## src/ftlb_pkg.sv

```systemverilog
// Shared widths, defaults, state encoding and chain word type for the translation buffer.
`default_nettype none
package ftlb_pkg;

    localparam int PAGE_W          = 8;
    localparam int FRAME_W         = 8;
    localparam int OFFSET_IN_W     = 8;
    localparam int ADDR_W          = 16;
    localparam int SLOT_W          = 4;
    localparam int ENTRIES_DEF     = 16;
    localparam int OFFSET_BITS_DEF = 8;

    typedef enum logic {
        CMD_LOOKUP = 1'b0,
        CMD_INSERT = 1'b1
    } t_cmd;

    typedef enum logic {
        ST_IDLE,
        ST_WALK
    } t_state;

    typedef struct packed {
        logic               found;
        logic [FRAME_W-1:0] frame;
        logic [SLOT_W-1:0]  slot;
    } t_carry;

endpackage
`default_nettype wire

```

## src/ftlb_cell.sv

```systemverilog
// One translation entry that checks the query page and passes the match word to its neighbor.
`default_nettype none
module ftlb_cell #(
    parameter int INDEX = 0
) (
    input  wire logic                          i_clk,
    input  wire logic                          i_rst_n,
    input  wire logic                          i_wr_en,
    input  wire logic [ftlb_pkg::PAGE_W-1:0]   i_wr_page,
    input  wire logic [ftlb_pkg::FRAME_W-1:0]  i_wr_frame,
    input  wire logic [ftlb_pkg::PAGE_W-1:0]   i_query_page,
    input  wire ftlb_pkg::t_carry              i_carry,
    output ftlb_pkg::t_carry                   o_carry
);

    logic                         r_valid;
    logic [ftlb_pkg::PAGE_W-1:0]  r_page;
    logic [ftlb_pkg::FRAME_W-1:0] r_frame;
    ftlb_pkg::t_carry             r_carry;
    ftlb_pkg::t_carry             n_carry;

    always_comb begin
        n_carry = i_carry;
        if (!i_carry.found && r_valid && (r_page == i_query_page)) begin
            n_carry.found = 1'b1;
            n_carry.frame = r_frame;
            n_carry.slot  = ftlb_pkg::SLOT_W'(INDEX);
        end
    end

    always_ff @(posedge i_clk) begin
        if (!i_rst_n) begin
            r_valid       <= 1'b0;
            r_carry.found <= 1'b0;
        end else begin
            if (i_wr_en) begin
                r_valid <= 1'b1;
            end
            r_carry.found <= n_carry.found;
        end
        if (i_wr_en) begin
            r_page  <= i_wr_page;
            r_frame <= i_wr_frame;
        end
        r_carry.frame <= n_carry.frame;
        r_carry.slot  <= n_carry.slot;
    end

    assign o_carry = r_carry;

endmodule
`default_nettype wire

```

## src/fifo_tlb_translate.sv

```systemverilog
// Top level of the fully associative translation buffer with first-in first-out replacement.
//
// Input channel: i_valid / o_ready carry one word of i_command, i_page, i_frame_in
// and i_offset. Output channel: o_valid / i_ready carry one result word of o_hit,
// o_frame_out, o_physical_address and o_slot for every input word.
// An insert writes the entry at the replacement pointer in the accepting cycle and
// its result word is visible on the next cycle.
// A lookup sends a match word down the row of ENTRIES cells, one cell per cycle,
// and the first valid cell with the same page claims it. The result is captured
// from the last cell once the match word has passed through the whole row.
// One word is in flight at a time; a new word is accepted while the previous
// result waits only if the receiver takes that result in the same cycle.
// When the receiver stalls, the result register holds its word and a finished
// lookup waits at the end of the row until the register is free.
// Reset clears all valid marks, the replacement pointer and the output valid.
`default_nettype none
module fifo_tlb_translate #(
    parameter int ENTRIES     = ftlb_pkg::ENTRIES_DEF,
    parameter int OFFSET_BITS = ftlb_pkg::OFFSET_BITS_DEF
) (
    input  wire logic                              i_clk,
    input  wire logic                              i_rst_n,
    input  wire logic                              i_valid,
    output logic                                   o_ready,
    input  wire logic                              i_command,
    input  wire logic [ftlb_pkg::PAGE_W-1:0]       i_page,
    input  wire logic [ftlb_pkg::FRAME_W-1:0]      i_frame_in,
    input  wire logic [ftlb_pkg::OFFSET_IN_W-1:0]  i_offset,
    output logic                                   o_valid,
    input  wire logic                              i_ready,
    output logic                                   o_hit,
    output logic [ftlb_pkg::FRAME_W-1:0]           o_frame_out,
    output logic [ftlb_pkg::ADDR_W-1:0]            o_physical_address,
    output logic [ftlb_pkg::SLOT_W-1:0]            o_slot
);

    localparam int PTR_W  = $clog2(ENTRIES);
    localparam int CNT_W  = $clog2(ENTRIES + 1);
    localparam int WIDE_W = ftlb_pkg::FRAME_W + OFFSET_BITS + ftlb_pkg::OFFSET_IN_W;

    ftlb_pkg::t_state r_state;
    ftlb_pkg::t_state n_state;

    logic [PTR_W-1:0]                   r_ptr;
    logic [CNT_W-1:0]                   r_cnt;
    logic [ftlb_pkg::PAGE_W-1:0]        r_query_page;
    logic [ftlb_pkg::OFFSET_IN_W-1:0]   r_query_offset;

    logic                               r_out_valid;
    logic                               r_hit;
    logic [ftlb_pkg::FRAME_W-1:0]       r_frame_out;
    logic [ftlb_pkg::ADDR_W-1:0]        r_phys;
    logic [ftlb_pkg::SLOT_W-1:0]        r_slot;

    logic                               w_in_ready;
    logic                               w_accept;
    logic                               w_insert;
    logic                               w_done;
    logic                               w_out_free;
    logic [WIDE_W-1:0]                  w_wide_addr;
    logic [WIDE_W-1:0]                  w_off_mask;

    ftlb_pkg::t_carry                   w_carry [ENTRIES+1];

    assign w_out_free = !r_out_valid || i_ready;
    assign w_accept   = i_valid && w_in_ready;
    assign w_insert   = w_accept && (i_command == ftlb_pkg::CMD_INSERT);

    always_comb begin
        n_state = r_state;
        unique case (r_state)
            ftlb_pkg::ST_IDLE: begin
                if (w_accept && (i_command == ftlb_pkg::CMD_LOOKUP)) begin
                    n_state = ftlb_pkg::ST_WALK;
                end
            end
            ftlb_pkg::ST_WALK: begin
                if (w_done) begin
                    n_state = ftlb_pkg::ST_IDLE;
                end
            end
            default: n_state = ftlb_pkg::ST_IDLE;
        endcase
    end

    always_comb begin
        w_in_ready = 1'b0;
        w_done     = 1'b0;
        unique case (r_state)
            ftlb_pkg::ST_IDLE: w_in_ready = w_out_free;
            ftlb_pkg::ST_WALK: w_done = (r_cnt == CNT_W'(ENTRIES)) && w_out_free;
            default: begin
                w_in_ready = 1'b0;
                w_done     = 1'b0;
            end
        endcase
    end

    assign w_carry[0] = '0;

    for (genvar g = 0; g < ENTRIES; g++) begin : g_cell
        ftlb_cell #(
            .INDEX(g)
        ) u_cell (
            .i_clk       (i_clk),
            .i_rst_n     (i_rst_n),
            .i_wr_en     (w_insert && (r_ptr == PTR_W'(g))),
            .i_wr_page   (i_page),
            .i_wr_frame  (i_frame_in),
            .i_query_page(r_query_page),
            .i_carry     (w_carry[g]),
            .o_carry     (w_carry[g+1])
        );
    end

    assign w_off_mask  = (WIDE_W'(1) << OFFSET_BITS) - WIDE_W'(1);
    assign w_wide_addr = (WIDE_W'(w_carry[ENTRIES].frame) << OFFSET_BITS)
                       | (WIDE_W'(r_query_offset) & w_off_mask);

    always_ff @(posedge i_clk) begin
        if (!i_rst_n) begin
            r_state     <= ftlb_pkg::ST_IDLE;
            r_ptr       <= '0;
            r_cnt       <= '0;
            r_out_valid <= 1'b0;
        end else begin
            r_state <= n_state;
            if (w_insert) begin
                r_ptr <= (r_ptr == PTR_W'(ENTRIES - 1)) ? '0 : r_ptr + PTR_W'(1);
            end
            if (w_accept) begin
                r_cnt <= '0;
            end else if ((r_state == ftlb_pkg::ST_WALK) && (r_cnt != CNT_W'(ENTRIES))) begin
                r_cnt <= r_cnt + CNT_W'(1);
            end
            if (w_insert || w_done) begin
                r_out_valid <= 1'b1;
            end else if (i_ready) begin
                r_out_valid <= 1'b0;
            end
        end
        if (w_accept) begin
            r_query_page   <= i_page;
            r_query_offset <= i_offset;
        end
        if (w_insert) begin
            r_hit       <= 1'b0;
            r_frame_out <= '0;
            r_phys      <= '0;
            r_slot      <= ftlb_pkg::SLOT_W'(r_ptr);
        end else if (w_done) begin
            r_hit <= w_carry[ENTRIES].found;
            if (w_carry[ENTRIES].found) begin
                r_frame_out <= w_carry[ENTRIES].frame;
                r_phys      <= w_wide_addr[ftlb_pkg::ADDR_W-1:0];
                r_slot      <= w_carry[ENTRIES].slot;
            end else begin
                r_frame_out <= '0;
                r_phys      <= '0;
                r_slot      <= '0;
            end
        end
    end

    assign o_ready            = w_in_ready;
    assign o_valid            = r_out_valid;
    assign o_hit              = r_hit;
    assign o_frame_out        = r_frame_out;
    assign o_physical_address = r_phys;
    assign o_slot             = r_slot;

endmodule
`default_nettype wire

```

## config.mk

```make
export PLATFORM = sky130hd
export DESIGN_NAME = fifo_tlb_translate
export DESIGN_NICKNAME = d
export VERILOG_FILES = /design/src/ftlb_pkg.sv /design/src/ftlb_cell.sv /design/src/fifo_tlb_translate.sv
export SDC_FILE = /design/constraint.sdc
export NUM_CORES = 1
export LEC_CHECK = 0
export ABC_CLOCK_PERIOD_IN_PS = 3570
export BUFFER_PORTS_ARGS = -buffer_cell sky130_fd_sc_hd__buf_2
export CORE_ASPECT_RATIO = 0.8
export CORE_MARGIN = 10
export CORE_UTILIZATION = 55
export DETAILED_ROUTE_END_ITERATION = 16
export PLACE_DENSITY = 0.76
export SLEW_MARGIN = 10
export SYNTH_ARGS = -nofsm -noshare
export SYNTH_HDL_FRONTEND = slang
export SYNTH_HIERARCHICAL = 1
export SYNTH_SLANG_ARGS = --single-unit
```

## constraint.sdc

```tcl
create_clock -name i_clk -period 3.57 [get_ports i_clk]
set_clock_uncertainty 0.05 [all_clocks]
set_input_delay 1.071 -clock i_clk [delete_from_list [all_inputs] [get_ports i_clk]]
set_output_delay 1.071 -clock i_clk [all_outputs]
set_load 0.02 [all_outputs]
```

### Word-level counts from Yosys, hierarchy flattened

Index checks and enable logic that the tools add are counted.

* add/sub/neg operators: 2
* eq/ne operators: 33
* mux-type cells: 29
* bitwise operators: 4
* reductions and logical operators: 74

Operator list (count)
* $mux 13: 16
* $eq 8x8->1: 16
* $logic_and 1x1->1: 52
* $eq 4x4->1 const B: 8
* $eq 4x3->1 const B: 4
* $logic_not 1->1: 16
* $mux 16: 1
* $mux 4: 4
* $or 16x8->16: 1
* $eq 4x2->1 const B: 2
* $mux 8: 1
* $mux 1: 6
* $add 5x1->5 const B: 1
* $eq 5x5->1 const B: 1
* $ne 5x5->1 const B: 1
* $add 4x1->4 const B: 1
* $eq 4x1->1 const B: 1
* $logic_not 4->1: 1
* $reduce_bool 2->1: 2
* $not 1->1: 3
* $logic_or 1x1->1: 2
* $pmux 1 s2: 1
* $reduce_or 2->1: 1

* flip-flop bits (word level): 536
* logic and storage cells: 248

### Longest topological paths before layout

Gate-level depths: netlist of run 1.

* word-level depth: 7
* gate-level depth with buffers: 7

### Cells and area by module

Netlist of run 1, hierarchy kept.

By module, submodules not included
* ftlb_cell: times used 16, cells each 58, area an instance 1033.5 µm²
* fifo_tlb_translate: times used 1, cells each 240, area an instance 2316.0 µm²

### Worst setup path before layout of run 1

No wires, ideal clock.

* kind: input to register
* start: input port i_ready
* end: register g_cell[12].u_cell/r_frame[0] (netlist name), enable pin
* data arrival time: 2.955 ns
* data required time: 3.108 ns
* slack: 0.153 ns
* stages: 4
* buffers on the path: 1
* path through: nand2b_1 > clkbuf_1 > nand3_1 > nor3_1

* longest elaborated chain between the ends: 5

Ends and longest elaborated chain
* start, declared: RTL line fifo_tlb_translate.sv:30 `input wire logic i_ready,`
* $logic_or 1x1->1: RTL line fifo_tlb_translate.sv:65 `assign w_out_free = !r_out_valid || i_ready;`
* $mux 1: RTL line fifo_tlb_translate.sv:89 `unique case (r_state)`
* $logic_and 1x1->1: RTL line fifo_tlb_translate.sv:66 `assign w_accept = i_valid && w_in_ready;`
* $logic_and 1x1->1: RTL line fifo_tlb_translate.sv:67 `assign w_insert = w_accept && (i_command == ftlb_pkg::CMD_INSERT);`
* $logic_and 1x1->1: RTL line fifo_tlb_translate.sv:107 `.i_wr_en (w_insert && (r_ptr == PTR_W'(g))),`
* end signal, assigned: RTL line ftlb_cell.sv:43 `r_frame <= i_wr_frame;`
* end, declared: RTL line ftlb_cell.sv:18 `logic [ftlb_pkg::FRAME_W-1:0] r_frame;`

No other way between the ends.
A chain may end at the register's enable or synchronous reset.

### Worst setup path after layout of run 1

* start: input port i_ready
* end: output port o_ready

* longest elaborated chain between the ends: 2

Ends and longest elaborated chain
* $logic_or 1x1->1: RTL line fifo_tlb_translate.sv:65
* $mux 1: RTL line fifo_tlb_translate.sv:89
* end, declared: RTL line fifo_tlb_translate.sv:24 `output logic o_ready,`

No other way between the ends.

==> results of run 1 <==
==> Yosys cell counts (3+ instances only) <==
cell type	count	area [µm²]
a21boi_0	16	120.1
a21oi_1	24	120.1
and2_2	32	240.2
and3_1	25	156.4
buf_2	8	40.04
buf_4	9	67.56
buf_6	17	191.4
clkbuf_1	9	33.78
dfxtp_1	252	5045
edfxtp_1	276	8288
ha_1	6	75.07
inv_1	26	97.59
mux2_2	48	540.5
mux2_4	80	1201
mux2i_1	3	30.03
nand2_1	26	97.59
nand3_1	5	25.02
nand3_2	16	160.2
nand4_1	7	43.79
nor2_1	7	26.28
nor2b_1	3	18.77
nor3_1	21	105.1
nor4_2	16	200.2
o21a_1	16	120.1
o21ai_0	3	15.01
o21ai_1	3	15.01
o31ai_1	19	142.6
or2b_1	32	240.2
or4_1	18	135.1
xnor2_1	16	140.1
xor2_1	114	998.5
==> power breakdown <==
part           switching [W]  internal [W]  total [W]  leakage [nW]
Clock                0.00211       0.00294    0.00505         0.788
Sequential         0.0000766       0.00653    0.00661          4.60
Combinational       0.000255      0.000193   0.000447          2.78
Total                0.00244       0.00966     0.0121          8.17
==> how the worst max path moves through the flow <==
| stage | startpoint | endpoint | slack [ps] |
|---|---|---|---|
| floorplan | i_ready | g_cell[12].u_cell/r_frame[0] | 150 |
| global placement | i_ready | o_ready | 710 |
| detailed placement | i_ready | o_ready | 720 |
| CTS | i_ready | o_ready | 710 |
| global route | i_ready | o_ready | 650 |
| finish | i_ready | o_ready | 690 |
==> layout make-up <==
cell class	instances	area [µm²]
flip-flops and latches	528	13330
clock buffers	72	1480
multi-input cells	580	5150
fillers	2385	12460
well taps	434	543.0
repair buffers	91	535.5
inverters	28	105.1
clock inverters	15	105.1
==> through the flow <==
| stage | power [W] | cells | setup WS [ps] | util | hold slack (ps) |
|---|---|---|---|---|---|
| final | 0.01210 | 1748 | 686.9 | 0.6305 | 350.9 |
| after global routing | 0.01247 | 1748 | 650.4 | 0.6305 | 371.4 |
| after CTS | 0.01220 | 1748 | 709.3 | 0.6305 | 357.5 |
| after detailed placement | 0.007187 | 1661 | 717.1 | 0.5834 | 341.7 |
| after global placement | 0.007174 | 1661 | 707.6 | 0.5834 | 345.3 |
| after floorplan | 0.006980 | 1180 | 153.5 | - | 334.6 |
==> logic make-up after synthesis <==
family	count (synthesis)	share of synthesized area
flip-flops	528	0.7072
buffers and inverters	72	0.02343
AND/OR/NAND/NOR	215	0.08091
XOR/XNOR	130	0.06040
AO/OA/AOI/OAI	85	0.02987
multiplexers	131	0.09398
adder cells (fa/ha/maj)	6	0.003982
other	1	0.0001989
==> registers in the layout, summed over array words and instances, names as in the netlist <==
signal                 cells
g_cell.u_cell/r_valid     16
o_frame_out                8
r_state                    1
g_cell.u_cell/r_page     128
r_ptr                      4
g_cell.u_cell/o_carry    208
r_query_offset             8
o_hit                      1
o_valid                    1
o_physical_address         8
r_cnt                      5
o_slot                     4
r_query_page               8
g_cell.u_cell/r_frame    128
==> per-layer routing <==
layer,GRT usage,up-vias,wire length (µm)
met4,0.04284,0,555
met5,0,-,0
met2,0.2743,197,16710
met1,0.2306,4592,16370
met3,0.02926,51,1391
li1,-,4391,-
==> flow_summary.yaml, run 1 <==
worst_setup_path:
  end_kind: "output pin"
  worstSetupPathType: "in2out"
  rr_worst_depth: 5
  start_kind: "input pin"
  cp_common_cell: "buf_2"
  cp.depth: 4
  worstPathRequired_ps: 2450
  cpPeakStageDelay_ps: 340
  path_buf_inv: 2
  r2r-start: "r_query_page[6]"
  critPathArrivalTime_ps: 1760
  crit_path_max_fanout: 10
  reg2reg_setup_slack_ps: 1090
  worstPathCellList: "buf_2 > nor2b_2 > nor2_1 > buf_2"
  r2r_end: "g_cell[1].u_cell/o_carry[7]"
  slowest_stage: "nor2b_2"
  worst_path_dominant_cell_family: "simple AND/OR/NAND/NOR gates"
hold_path:
  hp-class: "reg2reg"
  hold_depth: 1
  holdPathEnd: "g_cell[1].u_cell/o_carry[0]"
  hold_path.startpoint: "g_cell[0].u_cell/o_carry[0]"
pwr:
  vdd.ir_drop.worst_mv: 0.4449
  powerDensity_nw_per_um2: 569.5
  leakage_nw: 8.165
finish:
  fin_nets: 1311
  syn2layout_area_growth_pct: 12.73
  layout-drive-gt1-share: 0.2801
  final_common_cell: "edfxtp_1"
  diodes: 0
  layout_common_cells: "276 x edfxtp_1, 252 x dfxtp_1, 114 x xor2_1, 80 x mux2_4, 59 x buf_2"
  finalInstanceArea_um2: 21250
timing:
  finalCritPeriodShare: 0.8076
  setup_viol: 0
  hold_viol_final: 0
  timing.fmax_ghz: 0.3468
  slew_violations: 0
  worst_slew_pin_slew_ps: 821.6
  min_period_ps: 2883
  max_slew_margin: 0.4502
  rsz0062_at_grt: "no"
  final.setup.tns_ps: 0
routing:
  routed_wl_um: 35030
  dr.pass1.iters: 5
  drc: 0
  vias: 9231
  drtIter0Drc: 637
  wire_per_inst_um: 20.04
  ant_nets: 0
  via_per_inst: 5.281
cts:
  cts.htree.levels: 2
  clock_latency_ps: 550
  cts.root.buffer_cell: "clkbuf_16"
  cts_buffers: 47
  tritoncts: "done"
  cts_num_sinks: 528
  cts_buffer_depth: 3
  postCtsSetupBuffers: 0
  cts.repair.resized: 0
  hold_buffers: 0
  clkTransAtPathRegs_ps: 60
synthesis:
  synthFlopType: "edfxtp_1"
  synth.avg_cell_area_um2: 16.14
  netlist_instances: 1168
  netlist_area_um2: 18850
  synth_edf_count: 276
  ys_seq_area_frac: 0.7072
  synth_cell_types: 42
  async_flop_share: 0
  ys_warn_count: 6
  yosys_register_bits: 528
floorplan:
  ioPinCount: 60
  die_h_um: 185.6
  initial_utilization: 0.5593
  die_w_um: 227.0
  dieArea_um2: 42130
  rows: 60
  core_um2: 33710
placement:
  gp_congestion: 0.7681
  io_buffers: 59
  place_area_um2: 19670
  dp_hpwl_um: 22100
job:
  drv_cap: 0
global_routing:
  grt-ovfl-total: 0
  grt_max_degree: 38
  grt_pass1_vias: 9316
  grt_usage: 0.1684
  antenna_found_initial: 0
  grt_first_pass_wirelength_um: 54690
status:
  status: "completed"
No activity file was read; power rests on OpenSTA's default activity.
==> run 2, diff against run 1 <==
--- a/config.mk
+++ b/config.mk
@@ -5,13 +5,14 @@
 export SDC_FILE = /design/constraint.sdc
 export NUM_CORES = 1
 export LEC_CHECK = 0
-export ABC_CLOCK_PERIOD_IN_PS = 3570
+export ABC_AREA = 1
+export ABC_CLOCK_PERIOD_IN_PS = 2900
 export BUFFER_PORTS_ARGS = -buffer_cell sky130_fd_sc_hd__buf_2
 export CORE_ASPECT_RATIO = 0.8
 export CORE_MARGIN = 10
-export CORE_UTILIZATION = 55
+export CORE_UTILIZATION = 60
 export DETAILED_ROUTE_END_ITERATION = 16
-export PLACE_DENSITY = 0.76
+export PLACE_DENSITY = 0.78
 export SLEW_MARGIN = 10
 export SYNTH_ARGS = -nofsm -noshare
 export SYNTH_HDL_FRONTEND = slang
==> constraint.sdc (replaced) <==
create_clock -name i_clk -period 2.9 [get_ports i_clk]
set_clock_uncertainty 0.05 [all_clocks]
set_input_delay 0.87 -clock i_clk [delete_from_list [all_inputs] [get_ports i_clk]]
set_output_delay 0.87 -clock i_clk [all_outputs]
set_load 0.02 [all_outputs]
==> flow_summary.yaml, run 2 <==
status:
  status: "completed"
synthesis:
  netlist_area_um2: 20920
  async_flop_share: 0
  netlist_instances: 2146
  synthTopCellsByCount: "659 x nand2_1, 337 x inv_1, 276 x edfxtp_1"
  synthFlopType: "edfxtp_1"
  yosys_register_bits: 528
  synth.most_common_cell: "nand2_1"
  synth_area_leaders: "edfxtp_1 40%, dfxtp_1 24%, nand2_1 12%"
  synth.avg_cell_area_um2: 9.747
  ys_warn_count: 6
  synth_cell_types: 34
  yosys.area.top_type: "edfxtp_1"
  synth_edf_count: 276
  ys_seq_area_frac: 0.6374
  synth_top_area_share: 0.3962
routing:
  met2_length_um: 21850
  vias: 13900
  drtIter0Drc: 981
  via_per_inst: 5.005
  drc: 0
  routed.top_layer: "met4"
  met3_length_um: 2729
  ant_nets: 0
  met1Wirelength_um: 18010
  dr.pass1.iters: 5
  routed_wl_um: 43690
  wire_per_inst_um: 15.73
finish:
  diodes: 0
  final_common_cell: "nand2_1"
  ff_latch_area_um2: 13330
  fillers: 2534
  finalNonFillerCells: 2778
  finalInstanceArea_um2: 23520
  postLayoutCoreUtil: 0.6802
  layout-drive-gt1-share: 0.1565
  syn2layout_area_growth_pct: 12.42
  largest_reg_flops: 208
  layout_common_cells: "659 x nand2_1, 337 x inv_1, 276 x edfxtp_1, 252 x dfxtp_1, 167 x nand3_1"
  multiInputGateArea_um2: 5991
  fin_nets: 2301
timing:
  max_slew_margin: 0.2867
  hold_viol_final: 0
  setup_viol: 0
  timing.hold.ws_ps: 358.6
  worst_slew_pin_slew_ps: 1070
  timing.fmax_ghz: 0.4046
  slew_violations: 0
  min_period_ps: 2471
  rsz0062_at_grt: "no"
  finalCritPeriodShare: 0.8522
  final.setup.tns_ps: 0
placement:
  dp_hpwl_um: 28490
  place_inst: 2688
  io_buffers: 59
  place_area_um2: 21800
  gp_congestion: 0.7993
global_routing:
  grt-ovfl-total: 0
  grt_pass1_vias: 13940
  grt_first_pass_wirelength_um: 70070
  grt_max_degree: 45
  grt_usage: 0.2014
  antenna_found_initial: 2
worst_setup_path:
  worstSetupPathType: "reg2reg"
  worstPathRequired_ps: 3310
  crit_path_max_fanout: 29
  end_kind: "register"
  critPathArrivalTime_ps: 2880
  start_kind: "register"
cts:
  cts_num_sinks: 528
  cts.root.buffer_cell: "clkbuf_16"
  cts.htree.levels: 2
  clock_latency_ps: 570
  clkTransAtPathRegs_ps: 70
  cts_buffers: 48
  tritoncts: "done"
  cts.repair.resized: 0
  hold_buffers: 0
  postCtsSetupBuffers: 0
  cts_buffer_depth: 3
floorplan:
  die_w_um: 228.8
  rows: 61
  core_um2: 34570
  ioPinCount: 60
  dieArea_um2: 42780
  initial_utilization: 0.6050
  die_h_um: 187.0
pwr:
  p_clk_frac: 0.428
  switching_share: 0.2136
  powerDensity_nw_per_um2: 658.1
  vdd.ir_drop.worst_mv: 0.4507
  p_comb_frac: 0.045
  power_frac_seq: 0.526
  p_sw_w: 0.003305
  intPower_w: 0.01217
  leakage_nw: 10.83
hold_path:
  hp-class: "reg2reg"
job:
  drv_cap: 0
[run 2: per-layer routing]
metal / GRT usage / vias to the layer above
met1: 0.2474 / 6517
met5: 0 / -
met4: 0.06578 / 0
li1: - / 6863
met2: 0.3575 / 426
met3: 0.03017 / 98
[run 2: logic make-up after synthesis]
kind of cell,Yosys count,synth area share
compound gates,38,0.01735
xor+xnor,18,0.007537
fa+ha+maj,6,0.003589
buf+inv,393,0.07860
flops,528,0.6374
other cells,1,0.0001793
simple gates,1162,0.2554
[run 2: critical path, stage by stage, from the launching register on]
cell and delay [ps]:
edfxtp_1 1050, nand2_1 210, nand2_2 140, nand2_2 60, nor2_4 230, nand3_2 320
and2_2 280
[run 2: stage by stage]
stage	worst slack (ps)	total power (W)
finish	428.6	0.01548
global placement	412.5	0.008968
detailed placement	369.3	0.009000
global route	293.4	0.01596
floorplan	301.8	0.008708
CTS	468.1	0.01558
[run 2: final cells by class]
type / count / area share
clock inverters: 19 / 0.006810
multi-input cells: 1237 / 0.2547
clock buffers: 71 / 0.06608
well taps: 472 / 0.02511
repair buffers: 88 / 0.02235
inverters: 363 / 0.05794
flip-flops and latches: 528 / 0.5670
[run 2: path summary, 6_finish.rpt]
path | startpoint | endpoint | slack [ps] | depth (start not counted)
worst max register to register | r_query_page[3] | g_cell[13].u_cell/o_carry[1] | 430 | 6
worst max-delay path | r_query_page[3] | g_cell[13].u_cell/o_carry[1] | 430 | 6
worst min-delay path | g_cell[4].u_cell/o_carry[3] | g_cell[5].u_cell/o_carry[3] | 360 | 2
worst min register to register | g_cell[4].u_cell/o_carry[3] | g_cell[5].u_cell/o_carry[3] | 360 | 2
[run 2: power groups by stage]
stage	Clock (W)	Sequential, W	Combinational, W
after global placement	0	0.00830	0.000667
after floorplan	0	0.00830	0.000406
final	0.00663	0.00814	0.000703
after global routing	0.00702	0.00816	0.000783
after CTS	0.00673	0.00815	0.000703
after detailed placement	0	0.00831	0.000694
